## src/rtl/swd_pkg.sv

```systemverilog
package swd_pkg;

  // Configuration register indexes.
  localparam int CfgCount = 2;
  localparam logic [0:0] CFG_IDLE_LOW   = 1'b0;
  localparam logic [0:0] CFG_LRESET_ONE = 1'b1;

  // Operation codes carried by an input item.
  localparam logic [1:0] OP_LINE_RESET = 2'd0;
  localparam logic [1:0] OP_WRITE      = 2'd1;
  localparam logic [1:0] OP_READ       = 2'd2;
  localparam logic [1:0] OP_NONE       = 2'd3;

  // Completion status codes.
  localparam logic [2:0] ST_OK     = 3'd0;
  localparam logic [2:0] ST_WAIT   = 3'd1;
  localparam logic [2:0] ST_FAULT  = 3'd2;
  localparam logic [2:0] ST_PROTO  = 3'd3;
  localparam logic [2:0] ST_PARITY = 3'd4;

  // Reset values of the configuration registers and fixed field lengths.
  localparam logic [7:0] IDLE_LOW_RESET   = 8'd16;
  localparam logic [7:0] LRESET_ONE_RESET = 8'd50;
  localparam logic [7:0] HEADER_BITS      = 8'd8;
  localparam logic [7:0] ACK_BITS         = 8'd3;
  localparam logic [7:0] DATA_BITS        = 8'd32;

  typedef enum logic [3:0] {
    PH_IDLE   = 4'd0,
    PH_LRESET = 4'd1,
    PH_IDLELO = 4'd2,
    PH_HEADER = 4'd3,
    PH_TURN1  = 4'd4,
    PH_ACK    = 4'd5,
    PH_TURN2  = 4'd6,
    PH_WDATA  = 4'd7,
    PH_WPAR   = 4'd8,
    PH_RDATA  = 4'd9,
    PH_RPAR   = 4'd10
  } phase_t;

  typedef struct packed {
    logic        start_cmd;
    logic [1:0]  opcode;
    logic        port_select;
    logic [1:0]  reg_address;
    logic [31:0] write_data;
    logic        line_in;
  } swd_in_t;

  typedef struct packed {
    logic        clock_pulse;
    logic        line_out;
    logic        line_drive;
    logic        busy_res;
    logic        done_res;
    logic [2:0]  status;
    logic [31:0] read_data;
  } swd_out_t;

  typedef struct packed {
    phase_t      phase;
    logic [7:0]  bit_counter;
    logic [31:0] data_shift;
    logic        parity_acc;
    logic [2:0]  ack_bits;
    logic [7:0]  header_bits;
    logic        is_read;
    logic [31:0] last_read_word;
  } swd_state_t;

  typedef struct packed {
    logic [7:0] idle_low_cycles;
    logic [7:0] line_reset_ones;
  } swd_cfg_t;

  // Acknowledge check: exactly one bit must be set, else a protocol error, also when fault and wait are both set.
  function automatic logic [2:0] judge_ack(input logic [2:0] ack);
    logic [2:0] res;
    begin
      if ({1'b0, ack[0]} + {1'b0, ack[1]} + {1'b0, ack[2]} != 2'd1) begin
        res = ST_PROTO;
      end else if (ack[2]) begin
        res = ST_FAULT;
      end else if (ack[1]) begin
        res = ST_WAIT;
      end else begin
        res = ST_OK;
      end
      return res;
    end
  endfunction

endpackage

```

## src/rtl/swd_step.sv

```systemverilog
module swd_step (
  input  swd_pkg::swd_state_t cur,
  input  swd_pkg::swd_in_t    item,
  input  swd_pkg::swd_cfg_t   cfg,
  output swd_pkg::swd_state_t nxt,
  output swd_pkg::swd_out_t   res
);
  import swd_pkg::*;

  // One wire bit period: start decode, phase exits, then the bit itself.
  always_comb begin
    swd_state_t s;
    logic       clk_p;
    logic       lo;
    logic       drv;
    logic       busy;
    logic       done;
    logic [2:0] st;
    logic       rnw;
    logic       par;
    logic [7:0] bc_inc;

    s     = cur;
    clk_p = 1'b0;
    lo    = 1'b0;
    drv   = 1'b0;
    busy  = 1'b0;
    done  = 1'b0;
    st    = ST_OK;
    rnw   = (item.opcode == OP_READ);
    par   = item.port_select ^ rnw ^ item.reg_address[0] ^ item.reg_address[1];

    // Unused phase codes behave as idle.
    if (s.phase > PH_RPAR) begin
      s.phase = PH_IDLE;
    end

    // A start is honored only while idle and with a defined opcode.
    if (s.phase == PH_IDLE && item.start_cmd && item.opcode != OP_NONE) begin
      s.bit_counter = '0;
      s.parity_acc  = 1'b0;
      s.ack_bits    = '0;
      if (item.opcode == OP_LINE_RESET) begin
        s.phase = PH_LRESET;
      end else begin
        s.is_read     = rnw;
        s.header_bits = {1'b1, 1'b0, par, item.reg_address[1], item.reg_address[0],
                         rnw, item.port_select, 1'b1};
        s.data_shift  = item.write_data;
        s.phase       = PH_IDLELO;
      end
    end

    busy = (s.phase != PH_IDLE);

    // Counts already reached end the phase before any bit goes out.
    if (s.phase == PH_LRESET && s.bit_counter >= cfg.line_reset_ones) begin
      done    = 1'b1;
      s.phase = PH_IDLE;
    end
    if (s.phase == PH_IDLELO && s.bit_counter >= cfg.idle_low_cycles) begin
      s.phase       = PH_HEADER;
      s.bit_counter = '0;
    end

    bc_inc = s.bit_counter + 8'd1;

    case (s.phase)
      PH_LRESET: begin
        clk_p = 1'b1;
        lo    = 1'b1;
        drv   = 1'b1;
        s.bit_counter = bc_inc;
        if (bc_inc >= cfg.line_reset_ones) begin
          done    = 1'b1;
          s.phase = PH_IDLE;
        end
      end
      PH_IDLELO: begin
        clk_p = 1'b1;
        drv   = 1'b1;
        s.bit_counter = bc_inc;
        if (bc_inc >= cfg.idle_low_cycles) begin
          s.phase       = PH_HEADER;
          s.bit_counter = '0;
        end
      end
      PH_HEADER: begin
        clk_p = 1'b1;
        drv   = 1'b1;
        lo    = s.header_bits[s.bit_counter[2:0]];
        s.bit_counter = bc_inc;
        if (bc_inc >= HEADER_BITS) begin
          s.phase       = PH_TURN1;
          s.bit_counter = '0;
        end
      end
      PH_TURN1: begin
        clk_p         = 1'b1;
        s.phase       = PH_ACK;
        s.bit_counter = '0;
      end
      PH_ACK: begin
        clk_p = 1'b1;
        s.ack_bits = s.ack_bits | (3'(item.line_in) << s.bit_counter[1:0]);
        s.bit_counter = bc_inc;
        if (bc_inc >= ACK_BITS) begin
          s.bit_counter = '0;
          if (s.is_read) begin
            st = judge_ack(s.ack_bits);
            if (st != ST_OK) begin
              done    = 1'b1;
              s.phase = PH_IDLE;
            end else begin
              s.phase      = PH_RDATA;
              s.data_shift = '0;
              s.parity_acc = 1'b0;
            end
          end else begin
            s.phase = PH_TURN2;
          end
        end
      end
      PH_TURN2: begin
        clk_p = 1'b1;
        st    = judge_ack(s.ack_bits);
        if (st != ST_OK) begin
          done    = 1'b1;
          s.phase = PH_IDLE;
        end else begin
          s.phase       = PH_WDATA;
          s.bit_counter = '0;
          s.parity_acc  = 1'b0;
        end
      end
      PH_WDATA: begin
        clk_p = 1'b1;
        drv   = 1'b1;
        lo    = s.data_shift[0];
        s.parity_acc  = s.parity_acc ^ s.data_shift[0];
        s.data_shift  = {1'b0, s.data_shift[31:1]};
        s.bit_counter = bc_inc;
        if (bc_inc >= DATA_BITS) begin
          s.phase = PH_WPAR;
        end
      end
      PH_WPAR: begin
        clk_p   = 1'b1;
        drv     = 1'b1;
        lo      = s.parity_acc;
        done    = 1'b1;
        s.phase = PH_IDLE;
      end
      PH_RDATA: begin
        clk_p = 1'b1;
        s.data_shift  = {item.line_in, s.data_shift[31:1]};
        s.parity_acc  = s.parity_acc ^ item.line_in;
        s.bit_counter = bc_inc;
        if (bc_inc >= DATA_BITS) begin
          s.phase = PH_RPAR;
        end
      end
      PH_RPAR: begin
        clk_p = 1'b1;
        s.parity_acc = s.parity_acc ^ item.line_in;
        if (s.parity_acc) begin
          st = ST_PARITY;
        end else begin
          s.last_read_word = s.data_shift;
        end
        done    = 1'b1;
        s.phase = PH_IDLE;
      end
      default: begin
      end
    endcase

    nxt             = s;
    res.clock_pulse = clk_p;
    res.line_out    = lo;
    res.line_drive  = drv;
    res.busy_res    = busy;
    res.done_res    = done;
    res.status      = done ? st : ST_OK;
    res.read_data   = s.last_read_word;
  end

endmodule

```

## src/rtl/swd_host_transaction_engine.sv

```systemverilog
// Channel | Ports                              | Accepted when
// input   | in_valid, in_ready, in_data        | in_valid && in_ready
// result  | out_valid, out_ready, out_data     | out_valid && out_ready
// config  | cfg_wr_en, cfg_index, cfg_data     | cfg_wr_en
//
// Each item is one wire bit period and yields exactly one result item.
// An item is held in the input register; the bit sequencer then updates
// its state and loads the result register in the same cycle, so a new
// item can be taken every cycle while the result is not stalled, and its
// result is offered from the result register once the sequencer takes it.
// Reset is synchronous and active low; it returns the sequencer to idle.
// A stalled result holds the sequencer; the input register then holds one
// more item, after which in_ready drops until the result is taken.
module swd_host_transaction_engine (
  input  logic             clk,
  input  logic             rst_n,
  input  logic             in_valid,
  output logic             in_ready,
  input  swd_pkg::swd_in_t in_data,
  output logic             out_valid,
  input  logic             out_ready,
  output swd_pkg::swd_out_t out_data,
  input  logic             cfg_wr_en,
  input  logic [0:0]       cfg_index,
  input  logic [7:0]       cfg_data
);
  import swd_pkg::*;

  swd_in_t    in_data_r;
  logic       in_vld_r;
  logic       in_vld_nxt;
  swd_out_t   out_data_r;
  logic       out_vld_r;
  logic       out_vld_nxt;
  swd_state_t state_r;
  swd_state_t state_nxt;
  swd_out_t   res;
  swd_cfg_t   cfg_r;
  logic       fire;
  logic       in_take;

  // The sequencer advances when an item waits and the result slot is free or being taken.
  assign fire     = in_vld_r && (!out_vld_r || out_ready);
  assign in_ready = !in_vld_r || fire;
  assign in_take  = in_valid && in_ready;

  always_comb begin
    in_vld_nxt = in_vld_r;
    if (in_take) begin
      in_vld_nxt = 1'b1;
    end else if (fire) begin
      in_vld_nxt = 1'b0;
    end
  end

  always_comb begin
    out_vld_nxt = out_vld_r;
    if (fire) begin
      out_vld_nxt = 1'b1;
    end else if (out_ready) begin
      out_vld_nxt = 1'b0;
    end
  end

  swd_step u_step (
    .cur  (state_r),
    .item (in_data_r),
    .cfg  (cfg_r),
    .nxt  (state_nxt),
    .res  (res)
  );

  // Handshake flags, sequencer state and configuration registers.
  always_ff @(posedge clk) begin
    if (!rst_n) begin
      in_vld_r  <= 1'b0;
      out_vld_r <= 1'b0;
      state_r   <= '{phase: PH_IDLE, default: '0};
      cfg_r     <= '{idle_low_cycles: IDLE_LOW_RESET, line_reset_ones: LRESET_ONE_RESET};
    end else begin
      in_vld_r  <= in_vld_nxt;
      out_vld_r <= out_vld_nxt;
      if (fire) begin
        state_r <= state_nxt;
      end
      if (cfg_wr_en) begin
        case (cfg_index)
          CFG_IDLE_LOW:   cfg_r.idle_low_cycles <= cfg_data;
          CFG_LRESET_ONE: cfg_r.line_reset_ones <= cfg_data;
          default: begin
          end
        endcase
      end
    end
  end

  // Payload registers.
  always_ff @(posedge clk) begin
    if (in_take) begin
      in_data_r <= in_data;
    end
    if (fire) begin
      out_data_r <= res;
    end
  end

  assign out_valid = out_vld_r;
  assign out_data  = out_data_r;

`ifndef SYNTHESIS
  a_done_busy: assert property (@(posedge clk) disable iff (!rst_n)
    out_vld_r && out_data_r.done_res |-> out_data_r.busy_res)
    else $error("done without busy");

  a_status_done: assert property (@(posedge clk) disable iff (!rst_n)
    out_vld_r && !out_data_r.done_res |-> out_data_r.status == ST_OK)
    else $error("status set outside done");

  a_released_low: assert property (@(posedge clk) disable iff (!rst_n)
    out_vld_r && !out_data_r.line_drive |-> !out_data_r.line_out)
    else $error("line level while released");

  a_idle_no_clock: assert property (@(posedge clk) disable iff (!rst_n)
    out_vld_r && !out_data_r.busy_res |-> !out_data_r.clock_pulse)
    else $error("clock pulse while idle");

  a_state_hold: assert property (@(posedge clk) disable iff (!rst_n)
    !fire |=> $stable(state_r))
    else $error("state moved without an item");
`endif

endmodule
```

## config.mk

```make
export PLATFORM = sky130hd
export DESIGN_NAME = swd_host_transaction_engine
export DESIGN_NICKNAME = d
export VERILOG_FILES = /design/src/rtl/swd_pkg.sv /design/src/rtl/swd_step.sv /design/src/rtl/swd_host_transaction_engine.sv
export SDC_FILE = /design/constraint.sdc
export NUM_CORES = 1
export LEC_CHECK = 0
export BUFFER_PORTS_ARGS = -buffer_cell sky130_fd_sc_hd__clkbuf_2
export CAP_MARGIN = 20
export CORE_UTILIZATION = 55
export DETAILED_ROUTE_END_ITERATION = 7
export HOLD_SLACK_MARGIN = 0.15
export PLACE_DENSITY_LB_ADDON = 0.12
export SYNTH_ARGS = -nofsm -noshare
export SYNTH_HDL_FRONTEND = slang
export SYNTH_SLANG_ARGS = --single-unit
```

## constraint.sdc

```tcl
create_clock -name clk -period 7.48 [get_ports clk]
set_input_delay 0.748 -clock clk [delete_from_list [all_inputs] [get_ports clk]]
set_output_delay 0.748 -clock clk [all_outputs]
set_load 0.005 [all_outputs]
```

== Yosys cells after proc, flatten, opt, wreduce, memory -nomap -nowiden ==
Cells that the tools add are included.
Cells by class
  bitwise logic cells: 7
  $add $sub $neg: 5
  multiplexer cells: 57
  reductions and logical operators: 24
  shift-type cells: 1
  order comparisons: 9
  eq/ne operators: 16
Operators with widths (count)
  two-way mux 32 bit: 3
  one-hot mux 32 bit (3 select lines): 1
  two-way mux 33 bit: 2
  two-way mux 57 bit: 1
  one-hot mux 8 bit (6 select lines): 1
  two-way mux 45 bit: 1
  two-way mux 3 bit: 13
  two-way mux 12 bit: 3
  one-hot mux 4 bit (9 select lines): 1
  >= comparator 8 bit: 4
  two-way mux 4 bit: 7
  == test 4 x 3 -> 1 bit (second input constant): 4
  two-way mux 1 bit: 16
  == test 4 x 2 -> 1 bit (second input constant): 3
  == test 4 bit (second input constant): 3
  one-hot mux 1 bit (4 select lines): 3
  OR reduction 10 bit: 1
  two-way mux 9 bit: 1
  one-hot mux 3 bit (3 select lines): 1
  adder 8 x 1 -> 8 bit (second input constant): 1
  == test 4 x 1 -> 1 bit (second input constant): 2
  >= comparator 8 x 2 -> 1 bit (second input constant): 1
  >= comparator 8 x 4 -> 1 bit (second input constant): 1
  >= comparator 8 x 6 -> 1 bit (second input constant): 1
  other kinds (26): 44
Storage, ports and cells
  register bits after elaboration: 186
  output and inout bits: 42
  bits of input ports: 53
  word-level logic and storage cells: 144

== Depth between registers and ports, before layout ==
Gate-level depths: netlist of run 1.
  depth in word-level cells: 26
  depth in mapped cells: 24
  mapped depth without buffers: 22

== By module ==
A second synthesis of run 1 with hierarchy kept.
Unflattened totals
  cell total of the unflattened synthesis: 1109
  area total of the unflattened synthesis: 10438.8 um2
Modules (own cells, without submodules)
  swd_host_transaction_engine: cells each 547, area each 6701.4 um2, seq. area each 4514.3 um2, times used 1
  swd_step: cells each 562, area each 3737.3 um2, seq. area each 0.0 um2, times used 1

== Worst setup path after synthesis of run 1 ==
No wires, ideal clock.
  path type: flip-flop to flip-flop
  start: register state_r[85] (netlist bit)
  end: register state_r[78] (netlist bit)
  setup slack: 2.076 ns
  period minus slack after synthesis: 5.404 ns
  data arrival time: 5.281 ns
  buffers on the path: 2
  stages on the path, launching flop included: 25
  data required time: 7.357 ns
  library setup time: 0.123 ns
  path through: dfxtp_1 -> buf_2 -> nor4_1 -> a21o_1 -> nand2_1 -> clkbuf_1 -> and2_1 -> ha_1 -> a21oi_1 -> and3_1 -> or4b_1 -> a31oi_1 -> ha_1 -> inv_1 -> nor2_1 -> xnor2_1 -> nor2_1 -> ha_1 -> nand4_1 -> nor3_1 -> a211oi_1 -> a311oi_2 -> o211ai_1 -> a221oi_1 -> nor2_1
On the way
  word-level cells in the longest chain between the ends: 16
  elaborated cells between the ends (all ways): 40
  those cells by class: add/sub: 3; order compare: 6; eq/ne: 11; mux: 13; reduce/logical: 7
RTL lines
  from (decl): line swd_host_transaction_engine.sv:35  | swd_state_t state_r;
  from (signal assigned): line swd_host_transaction_engine.sv:84  | state_r <= state_nxt;
  greater-than comparator 4 bit: line swd_step.sv:34  | if (s.phase > PH_RPAR) begin
  two-way mux 4 bit *: line swd_step.sv:34
  zero test 4 bit: line swd_step.sv:39  | if (s.phase == PH_IDLE && item.start_cmd && item.opcode != OP_NONE) begin
  logical AND 1 bit (2 in series): line swd_step.sv:39
  two-way mux 57 bit *: line swd_step.sv:39
  >= comparator 8 bit or == test 4 x 1 -> 1 bit (tied branches): line swd_step.sv:57  | if (s.phase == PH_LRESET && s.bit_counter >= cfg.line_reset_ones) begin
  logical AND 1 bit: line swd_step.sv:57
  two-way mux 4 bit: line swd_step.sv:57
  == test 4 x 2 -> 1 bit: line swd_step.sv:61  | if (s.phase == PH_IDLELO && s.bit_counter >= cfg.idle_low_cycles) begin
  logical AND 1 bit: line swd_step.sv:61
  two-way mux 12 bit: line swd_step.sv:61
  adder 8 x 1 -> 8 bit: line swd_step.sv:66  | bc_inc = s.bit_counter + 8'd1;
  >= comparator 8 x 2 -> 1 bit, or another cell as far along: line swd_step.sv:107  | if (bc_inc >= ACK_BITS) begin
  two-way mux 45 bit, or another cell as far along: line swd_step.sv:107
  one-hot mux 8 bit (6 select lines) *: line swd_step.sv:68  | case (s.phase)
Mark *: on every way between the ends. The rest lies on a longest branch, timed or not. The select of a mux whose other input is x is not followed.
A chain may end at the register's enable or synchronous reset.

== Final worst setup path of run 1 ==
  start: register state_r[88] (netlist bit)
  end: register state_r[78] (netlist bit)
Same word-level chain as after synthesis.

==> flow_summary.json, run 1 <==
{
  "first_pass_grt_wire_length_um": 35300,
  "clock_insertion_delay_at_the_later_pin_of_the_skew_report_ps": 450,
  "cts.path.max_buffers": 2,
  "pd_cells_nw_per_um2": 229,
  "grt_start_max_net_pins": 110,
  "num_io_pins": 95,
  "antenna_violating_nets_post_route": 0,
  "synthToLayoutAreaGrowth_pct": 13.3,
  "synth.top_cell.area_share_pct": 25.9,
  "use_met2_pct": 40.6,
  "post_cts.resized_instances": 0,
  "drt-wirelength-per-cell_um": 17.2,
  "status": "completed",
  "critPathRequiredTime_ps": 7810,
  "synthesis.area_um2": 9170,
  "antenna_found_initial": 0,
  "groute.usage.overall_pct": 25.6,
  "p_int_uw": 1680,
  "tightest_slew_ps": 1060,
  "drv_slew": 0,
  "holdBufCountCts": 0,
  "drtPass1Iterations": 5,
  "yosys.cell_count.top_type": "sky130_fd_sc_hd__a21oi_1",
  "num_rows": 46,
  "yosysUniqueCellTypes": 78,
  "drive_above_1_share_pct": 15.8,
  "clock_sink_count": 186,
  "timing.final.crit_share_pct": 85.8,
  "postLayoutCoreUtil_pct": 64.7,
  "cts_buffers": 17,
  "p_leak_uw": 0.00387,
  "worstSetupStartpointType": "flip-flop",
  "gr-usage-met3_pct": 5.05,
  "cts_root_buffer": "sky130_fd_sc_hd__clkbuf_16",
  "die_width_um": 131,
  "max-slew-margin-rel_pct": 29.6,
  "die_area_um2": 17200,
  "combinationalPowerShare_pct": 14.6,
  "fillers": 1293,
  "clock_tree_from_tritoncts": "built",
  "timing.setup.critical_path_class": "flip-flop to flip-flop",
  "detailed_place_hpwl_um": 14000,
  "synth_top_area_cell": "sky130_fd_sc_hd__edfxtp_1",
  "type_of_the_most_critical_hold_path": "flip-flop to flip-flop",
  "cts_setup_buffers": 0,
  "netlist_instances": 974,
  "setup_viol_count_final": 0,
  "path_max_fanout": 16,
  "grt_busiest_layer": "met2",
  "first_global_vias": 6882,
  "gp_congestion": 0.901,
  "final_skew_ps": 17.0,
  "synthTopCellsByCount": "sky130_fd_sc_hd__a21oi_1, sky130_fd_sc_hd__nand2_1, sky130_fd_sc_hd__dfxtp_1",
  "ir_drop_mv": 0.178,
  "route.final.wire_length_um": 21800,
  "post_synth.cell_area_avg_um2": 9.42,
  "final_period_minus_worst_setup_slack_ps": 6420,
  "ys_async_sr_fraction_pct": 0,
  "synth.area.top_cells": "sky130_fd_sc_hd__edfxtp_1, sky130_fd_sc_hd__dfxtp_1, sky130_fd_sc_hd__a21oi_1",
  "clkPwrFrac_pct": 37.8,
  "clk_pin_slew_worst_paths_ps": 80,
  "max_clock_freq_mhz": 156,
  "worst_path_arrival_ps": 6750,
  "fin_tns_setup_ps": 0,
  "detail_route.iter0.violations": 563,
  "route.detailed.vias_per_inst": 5.89,
  "power_switching_uw": 698,
  "drc_errors_left": 0,
  "antenna_cells": 0,
  "synth_edf_count": 79,
  "mappedNetlistNets": 1061,
  "grt_use_met1_pct": 35.4,
  "overflow": 0,
  "drv_cap": 0,
  "initial_core_util_pct": 57.1,
  "coreArea_um2": 16100,
  "power_frac_seq_pct": 47.6,
  "fp.dieH_um": 131,
  "synthFlopType": "sky130_fd_sc_hd__dfxtp_1",
  "timing.final.hold_violations": 0,
  "nets": 1125,
  "synth_seq_cells": 186,
  "grt_setup_unrepaired": "no",
  "power_switching_share_pct": 29.3,
  "end_kind": "flip-flop",
  "ys_seq_area_share_pct": 49.2,
  "h-tree-depth": 4,
  "setup.reg_to_reg.worst_slack_ps": 1060,
  "synth_warnings": 0,
  "placement.io_buffers": 94,
  "route.vias.total": 7467
}
==> layout by cell type, fill, tap and decap left out, types with 4 or more instances in the layout <==
cell	count
sky130_fd_sc_hd__a211oi_1	8
sky130_fd_sc_hd__a21o_1	6
sky130_fd_sc_hd__a21oi_1	146
sky130_fd_sc_hd__a221oi_1	4
sky130_fd_sc_hd__a31o_2	4
sky130_fd_sc_hd__a31oi_1	8
sky130_fd_sc_hd__and2_1	8
sky130_fd_sc_hd__and3_1	4
sky130_fd_sc_hd__buf_4	9
sky130_fd_sc_hd__clkbuf_16	17
sky130_fd_sc_hd__clkbuf_2	94
sky130_fd_sc_hd__clkinv_8	4
sky130_fd_sc_hd__dfxtp_1	107
sky130_fd_sc_hd__edfxtp_1	79
sky130_fd_sc_hd__ha_1	32
sky130_fd_sc_hd__inv_1	20
sky130_fd_sc_hd__inv_8	5
sky130_fd_sc_hd__mux2i_1	35
sky130_fd_sc_hd__nand2_1	145
sky130_fd_sc_hd__nand2b_1	7
sky130_fd_sc_hd__nand3_1	9
sky130_fd_sc_hd__nand4_1	4
sky130_fd_sc_hd__nor2_1	80
sky130_fd_sc_hd__nor2b_1	7
sky130_fd_sc_hd__nor3_1	14
sky130_fd_sc_hd__o211ai_1	8
sky130_fd_sc_hd__o21a_1	4
sky130_fd_sc_hd__o21ai_0	63
sky130_fd_sc_hd__o22a_1	31
sky130_fd_sc_hd__xnor2_1	8
==> area by class of cell <==
| type | instances | area, um^2 | share of cell area (%) |
|---|---|---|---|
| Clock inverter | 15 | 173 | 1.66 |
| Sequential cell | 186 | 4510 | 43.4 |
| Tap cell | 216 | 270 | 2.60 |
| Clock buffer | 17 | 425 | 4.09 |
| Timing Repair Buffer | 105 | 586 | 5.63 |
| Multi-Input combinational cell | 706 | 4340 | 41.8 |
| Inverter | 22 | 85.1 | 0.819 |
==> critical path, stage by stage, from the launching register on <==
cell,delay [ps]
sky130_fd_sc_hd__dfxtp_1,640
sky130_fd_sc_hd__nor4_1,120
sky130_fd_sc_hd__a21oi_1,550
sky130_fd_sc_hd__o21ai_1,340
sky130_fd_sc_hd__ha_1,380
sky130_fd_sc_hd__nand2b_1,150
sky130_fd_sc_hd__a2111oi_0,490
sky130_fd_sc_hd__o31ai_2,230
sky130_fd_sc_hd__a31oi_1,580
sky130_fd_sc_hd__ha_1,380
sky130_fd_sc_hd__inv_1,120
sky130_fd_sc_hd__nor2_1,140
sky130_fd_sc_hd__xnor2_1,130
sky130_fd_sc_hd__nor2_1,100
sky130_fd_sc_hd__ha_1,320
sky130_fd_sc_hd__nand4_1,100
sky130_fd_sc_hd__nor3_1,190
sky130_fd_sc_hd__a211oi_1,110
sky130_fd_sc_hd__a311oi_2,530
sky130_fd_sc_hd__o211ai_1,300
sky130_fd_sc_hd__a221oi_1,320
sky130_fd_sc_hd__nor2_1,70
==> logic make-up after synthesis <==
kind of cell	after synthesis	share of synthesized area, %
buffers and inverters	82	3.67
adders and majority gates	34	4.80
DFF	186	49.2
muxes	36	3.94
and+or+nand+nor	298	14.1
AOI/OAI and AO/OA	325	22.9
xor gates and xnor gates	13	1.40
==> power by group through the flow <==
stage	Combinational (uW)	Clock, uW	Sequential [uW]
after CTS	343	907	1130
after global routing	384	948	1140
after detailed placement	339	0	1160
after floorplan	254	0	1140
final	349	900	1130
after global placement	338	0	1160
==> registers in the layout (all words and copies together), names as in the netlist <==
register and count:
state_r 89, out_data 40, in_data_r 39, cfg_r 16, in_vld_r 1, out_valid 1
==> metrics by stage <==
step	hold WS, ps	setup slack (ps)	instances	power (uW)	area (um^2)
5_1_grt	458	519	1267	2470	10400
2_1_floorplan	425	2080	974	1400	9170
6_report	456	1060	1267	2380	10400
4_1_cts	457	1170	1264	2380	10300
3_3_place_gp	437	1340	1232	1490	9740
3_5_place_dp	447	1200	1232	1490	9740
==> worst paths after layout <==
| check | start | endpoint | cells after the start |
|---|---|---|---|
| worst max-delay path | state_r[88] | state_r[78] | 21 |
| worst min-delay path | state_r[15] | state_r[15] | 2 |
| worst max register to register | state_r[88] | state_r[78] | 21 |
| worst min register to register | state_r[15] | state_r[15] | 2 |
==> per-layer routing <==
layer | wire, um | up-vias
met2 | 10100 | 242
met4 | 351 | 0
li1 | - | 3672
met5 | 0 | -
met1 | 10200 | 3522
met3 | 1190 | 31
(Power assumes the default switching activity.)
==> inputs of run 2 (changes only) <==
==> constraint.sdc (replaced) <==
create_clock -name clk -period 7.4 [get_ports clk]
set_input_delay 0.74 -clock clk [delete_from_list [all_inputs] [get_ports clk]]
set_output_delay 0.74 -clock clk [all_outputs]
set_load 0.005 [all_outputs]
==> run 2 against run 1 <==
Non-clock buffer count unchanged. Core utilization about the same. Largest cell class unchanged. Final cell count unchanged. Critical endpoint unchanged. Clock power about the same. Critical path type unchanged. Via count increased by 0.23%. Highest routed layer unchanged.
==> flow_summary.json, run 2 (synthesis results as in run 1) <==
{
  "cts_buffers": 17,
  "num_rows": 46,
  "placement.io_buffers": 94,
  "detailed_place_hpwl_um": 14000,
  "initial_core_util_pct": 57.1,
  "grt_setup_unrepaired": "no",
  "status": "completed",
  "tightest_slew_ps": 1060,
  "post_cts.resized_instances": 0,
  "path_cells": "nor4_1 > a21o_1 > nand2_1 > and2_1 > ha_1 > a21oi_1 > and3_1 > or4b_1 > a31oi_1 > ha_1 > inv_1 > nor2_1 > xnor2_1 > nor2_1 > ha_1 > nand4_1 > nor3_1 > a211oi_1 > a311oi_2 > o211ai_1 > a221oi_1 > nor2_1",
  "h-tree-depth": 4,
  "slowest_delay_ps": 540,
  "num_io_pins": 95,
  "ir_drop_mv": 0.181,
  "drtPass1Iterations": 5,
  "drt-wirelength-per-cell_um": 17.0,
  "route.detailed.vias_per_inst": 5.91,
  "overflow": 0,
  "critPathRequiredTime_ps": 7720,
  "setup.reg_to_reg.worst_slack_ps": 1000,
  "type_of_the_most_critical_hold_path": "flip-flop to flip-flop",
  "max-slew-margin-rel_pct": 29.6,
  "synthToLayoutAreaGrowth_pct": 13.2,
  "timing.final.crit_share_pct": 86.5,
  "fillers": 1361,
  "top_register": "state_r",
  "groute.usage.overall_pct": 25.7,
  "regToRegEndpoint": "state_r[78]",
  "worstSetupStartpointType": "flip-flop",
  "cts_setup_buffers": 0,
  "min_from": "state_r[37]",
  "first_pass_grt_wire_length_um": 35200,
  "die_width_um": 131,
  "gp_congestion": 0.900,
  "clk_pin_slew_worst_paths_ps": 80,
  "antenna_cells": 0,
  "fp.dieH_um": 131,
  "clock_sink_count": 186,
  "nets": 1125,
  "coreArea_um2": 16100,
  "rr_startpoint": "state_r[86]",
  "detailedPlace.worstSlack_ps": 1120,
  "postLayoutCoreUtil_pct": 64.7,
  "max_clock_freq_mhz": 156,
  "worstHoldPathCells": 2,
  "worst_path_arrival_ps": 6730,
  "pd_cells_nw_per_um2": 231,
  "timing.setup.critical_path_class": "flip-flop to flip-flop",
  "first_global_vias": 6885,
  "worst_path_max_delay_cell": "sky130_fd_sc_hd__a311oi_2",
  "antenna_violating_nets_post_route": 0,
  "timing.final.ws_setup_ps": 997,
  "final_cell_mix": "sky130_fd_sc_hd__a21oi_1, sky130_fd_sc_hd__nand2_1, sky130_fd_sc_hd__dfxtp_1",
  "final_skew_ps": 12.8,
  "path_max_fanout": 13,
  "drv_cap": 0,
  "end_kind": "flip-flop",
  "setup_viol_count_final": 0,
  "route.vias.total": 7484,
  "final_period_minus_worst_setup_slack_ps": 6400,
  "largest_reg_flops": 89,
  "detail_route.iter0.violations": 649,
  "cts.path.max_buffers": 2,
  "grt_start_max_net_pins": 110,
  "cts_root_buffer": "sky130_fd_sc_hd__clkbuf_16",
  "clock_tree_from_tritoncts": "built",
  "route.final.wire_length_um": 21600,
  "min_to": "state_r[37]",
  "die_area_um2": 17200,
  "fin_tns_setup_ps": 0,
  "layout_commonest_cell": "sky130_fd_sc_hd__a21oi_1",
  "drive_above_1_share_pct": 15.8,
  "antenna_found_initial": 0,
  "p_leak_uw": 0.00387,
  "timing.final.hold_violations": 0,
  "clock_insertion_delay_at_the_later_pin_of_the_skew_report_ps": 440,
  "drv_slew": 0,
  "drc_errors_left": 0,
  "holdBufCountCts": 0,
  "worst_r2r_path_depth": 22
}
-- run 2: cell types whose count changed in the layout (fill, tap and decap cells not counted), sizes merged --
cell	before	now
clkinv	6	7
clkinvlp	1	0
-- run 2: area by class of cell --
type / count / area (um^2) / area share, %
sequential: 186 / 4510 / 43.5
multi-input combinational: 706 / 4340 / 41.8
timing repair buffer: 105 / 586 / 5.64
clock buffer: 17 / 425 / 4.09
tap: 216 / 270 / 2.60
clock inverter: 15 / 169 / 1.63
inverter: 22 / 85.1 / 0.819
-- run 2: how the worst max path moves through the flow --
stage	slack [ps]	depth (start not counted)	endpoint	from
after floorplan	2000	24	state_r[78]	state_r[85]
after global placement	1270	20	state_r[55]	state_r[86]
after detailed placement	1120	22	state_r[78]	state_r[86]
after CTS	1120	22	state_r[78]	state_r[86]
after global routing	330	21	state_r[78]	state_r[88]
final	1000	22	state_r[78]	state_r[86]
-- run 2: power breakdown --
part	leakage [uW]	total (uW)	switching (uW)	internal, uW
Clock	0.000290	900	445	455
Combinational	0.00192	353	224	129
Sequential	0.00166	1150	28.6	1120
-- run 2: per-stage QoR --
step / hold slack [ps] / area (um^2) / total power, uW / cells
after CTS: 457 / 10300 / 2400 / 1264
final: 455 / 10400 / 2400 / 1267
after global routing: 453 / 10400 / 2490 / 1267
after detailed placement: 447 / 9740 / 1510 / 1232
after floorplan: 425 / 9170 / 1410 / 974
after global placement: 437 / 9740 / 1510 / 1232
-- run 2: layer usage --
metal  global-route usage (%)  share of wire (%)
met4                     6.93                1.5
met1                     35.4                 47
met5                        0                  0
met3                     5.44                5.5
met2                     40.9                 46
-- run 2: worst max-delay path, delay by kind of cell, from the launching register on --
family                   cells  cell delay, ps
flip-flops                   1             450
adder cells (fa/ha/maj)      3            1020
AND/OR/NAND/NOR             10            2340
XOR/XNOR                     1             130
AO/OA/AOI/OAI                7            2230
buffers and inverters        1             110
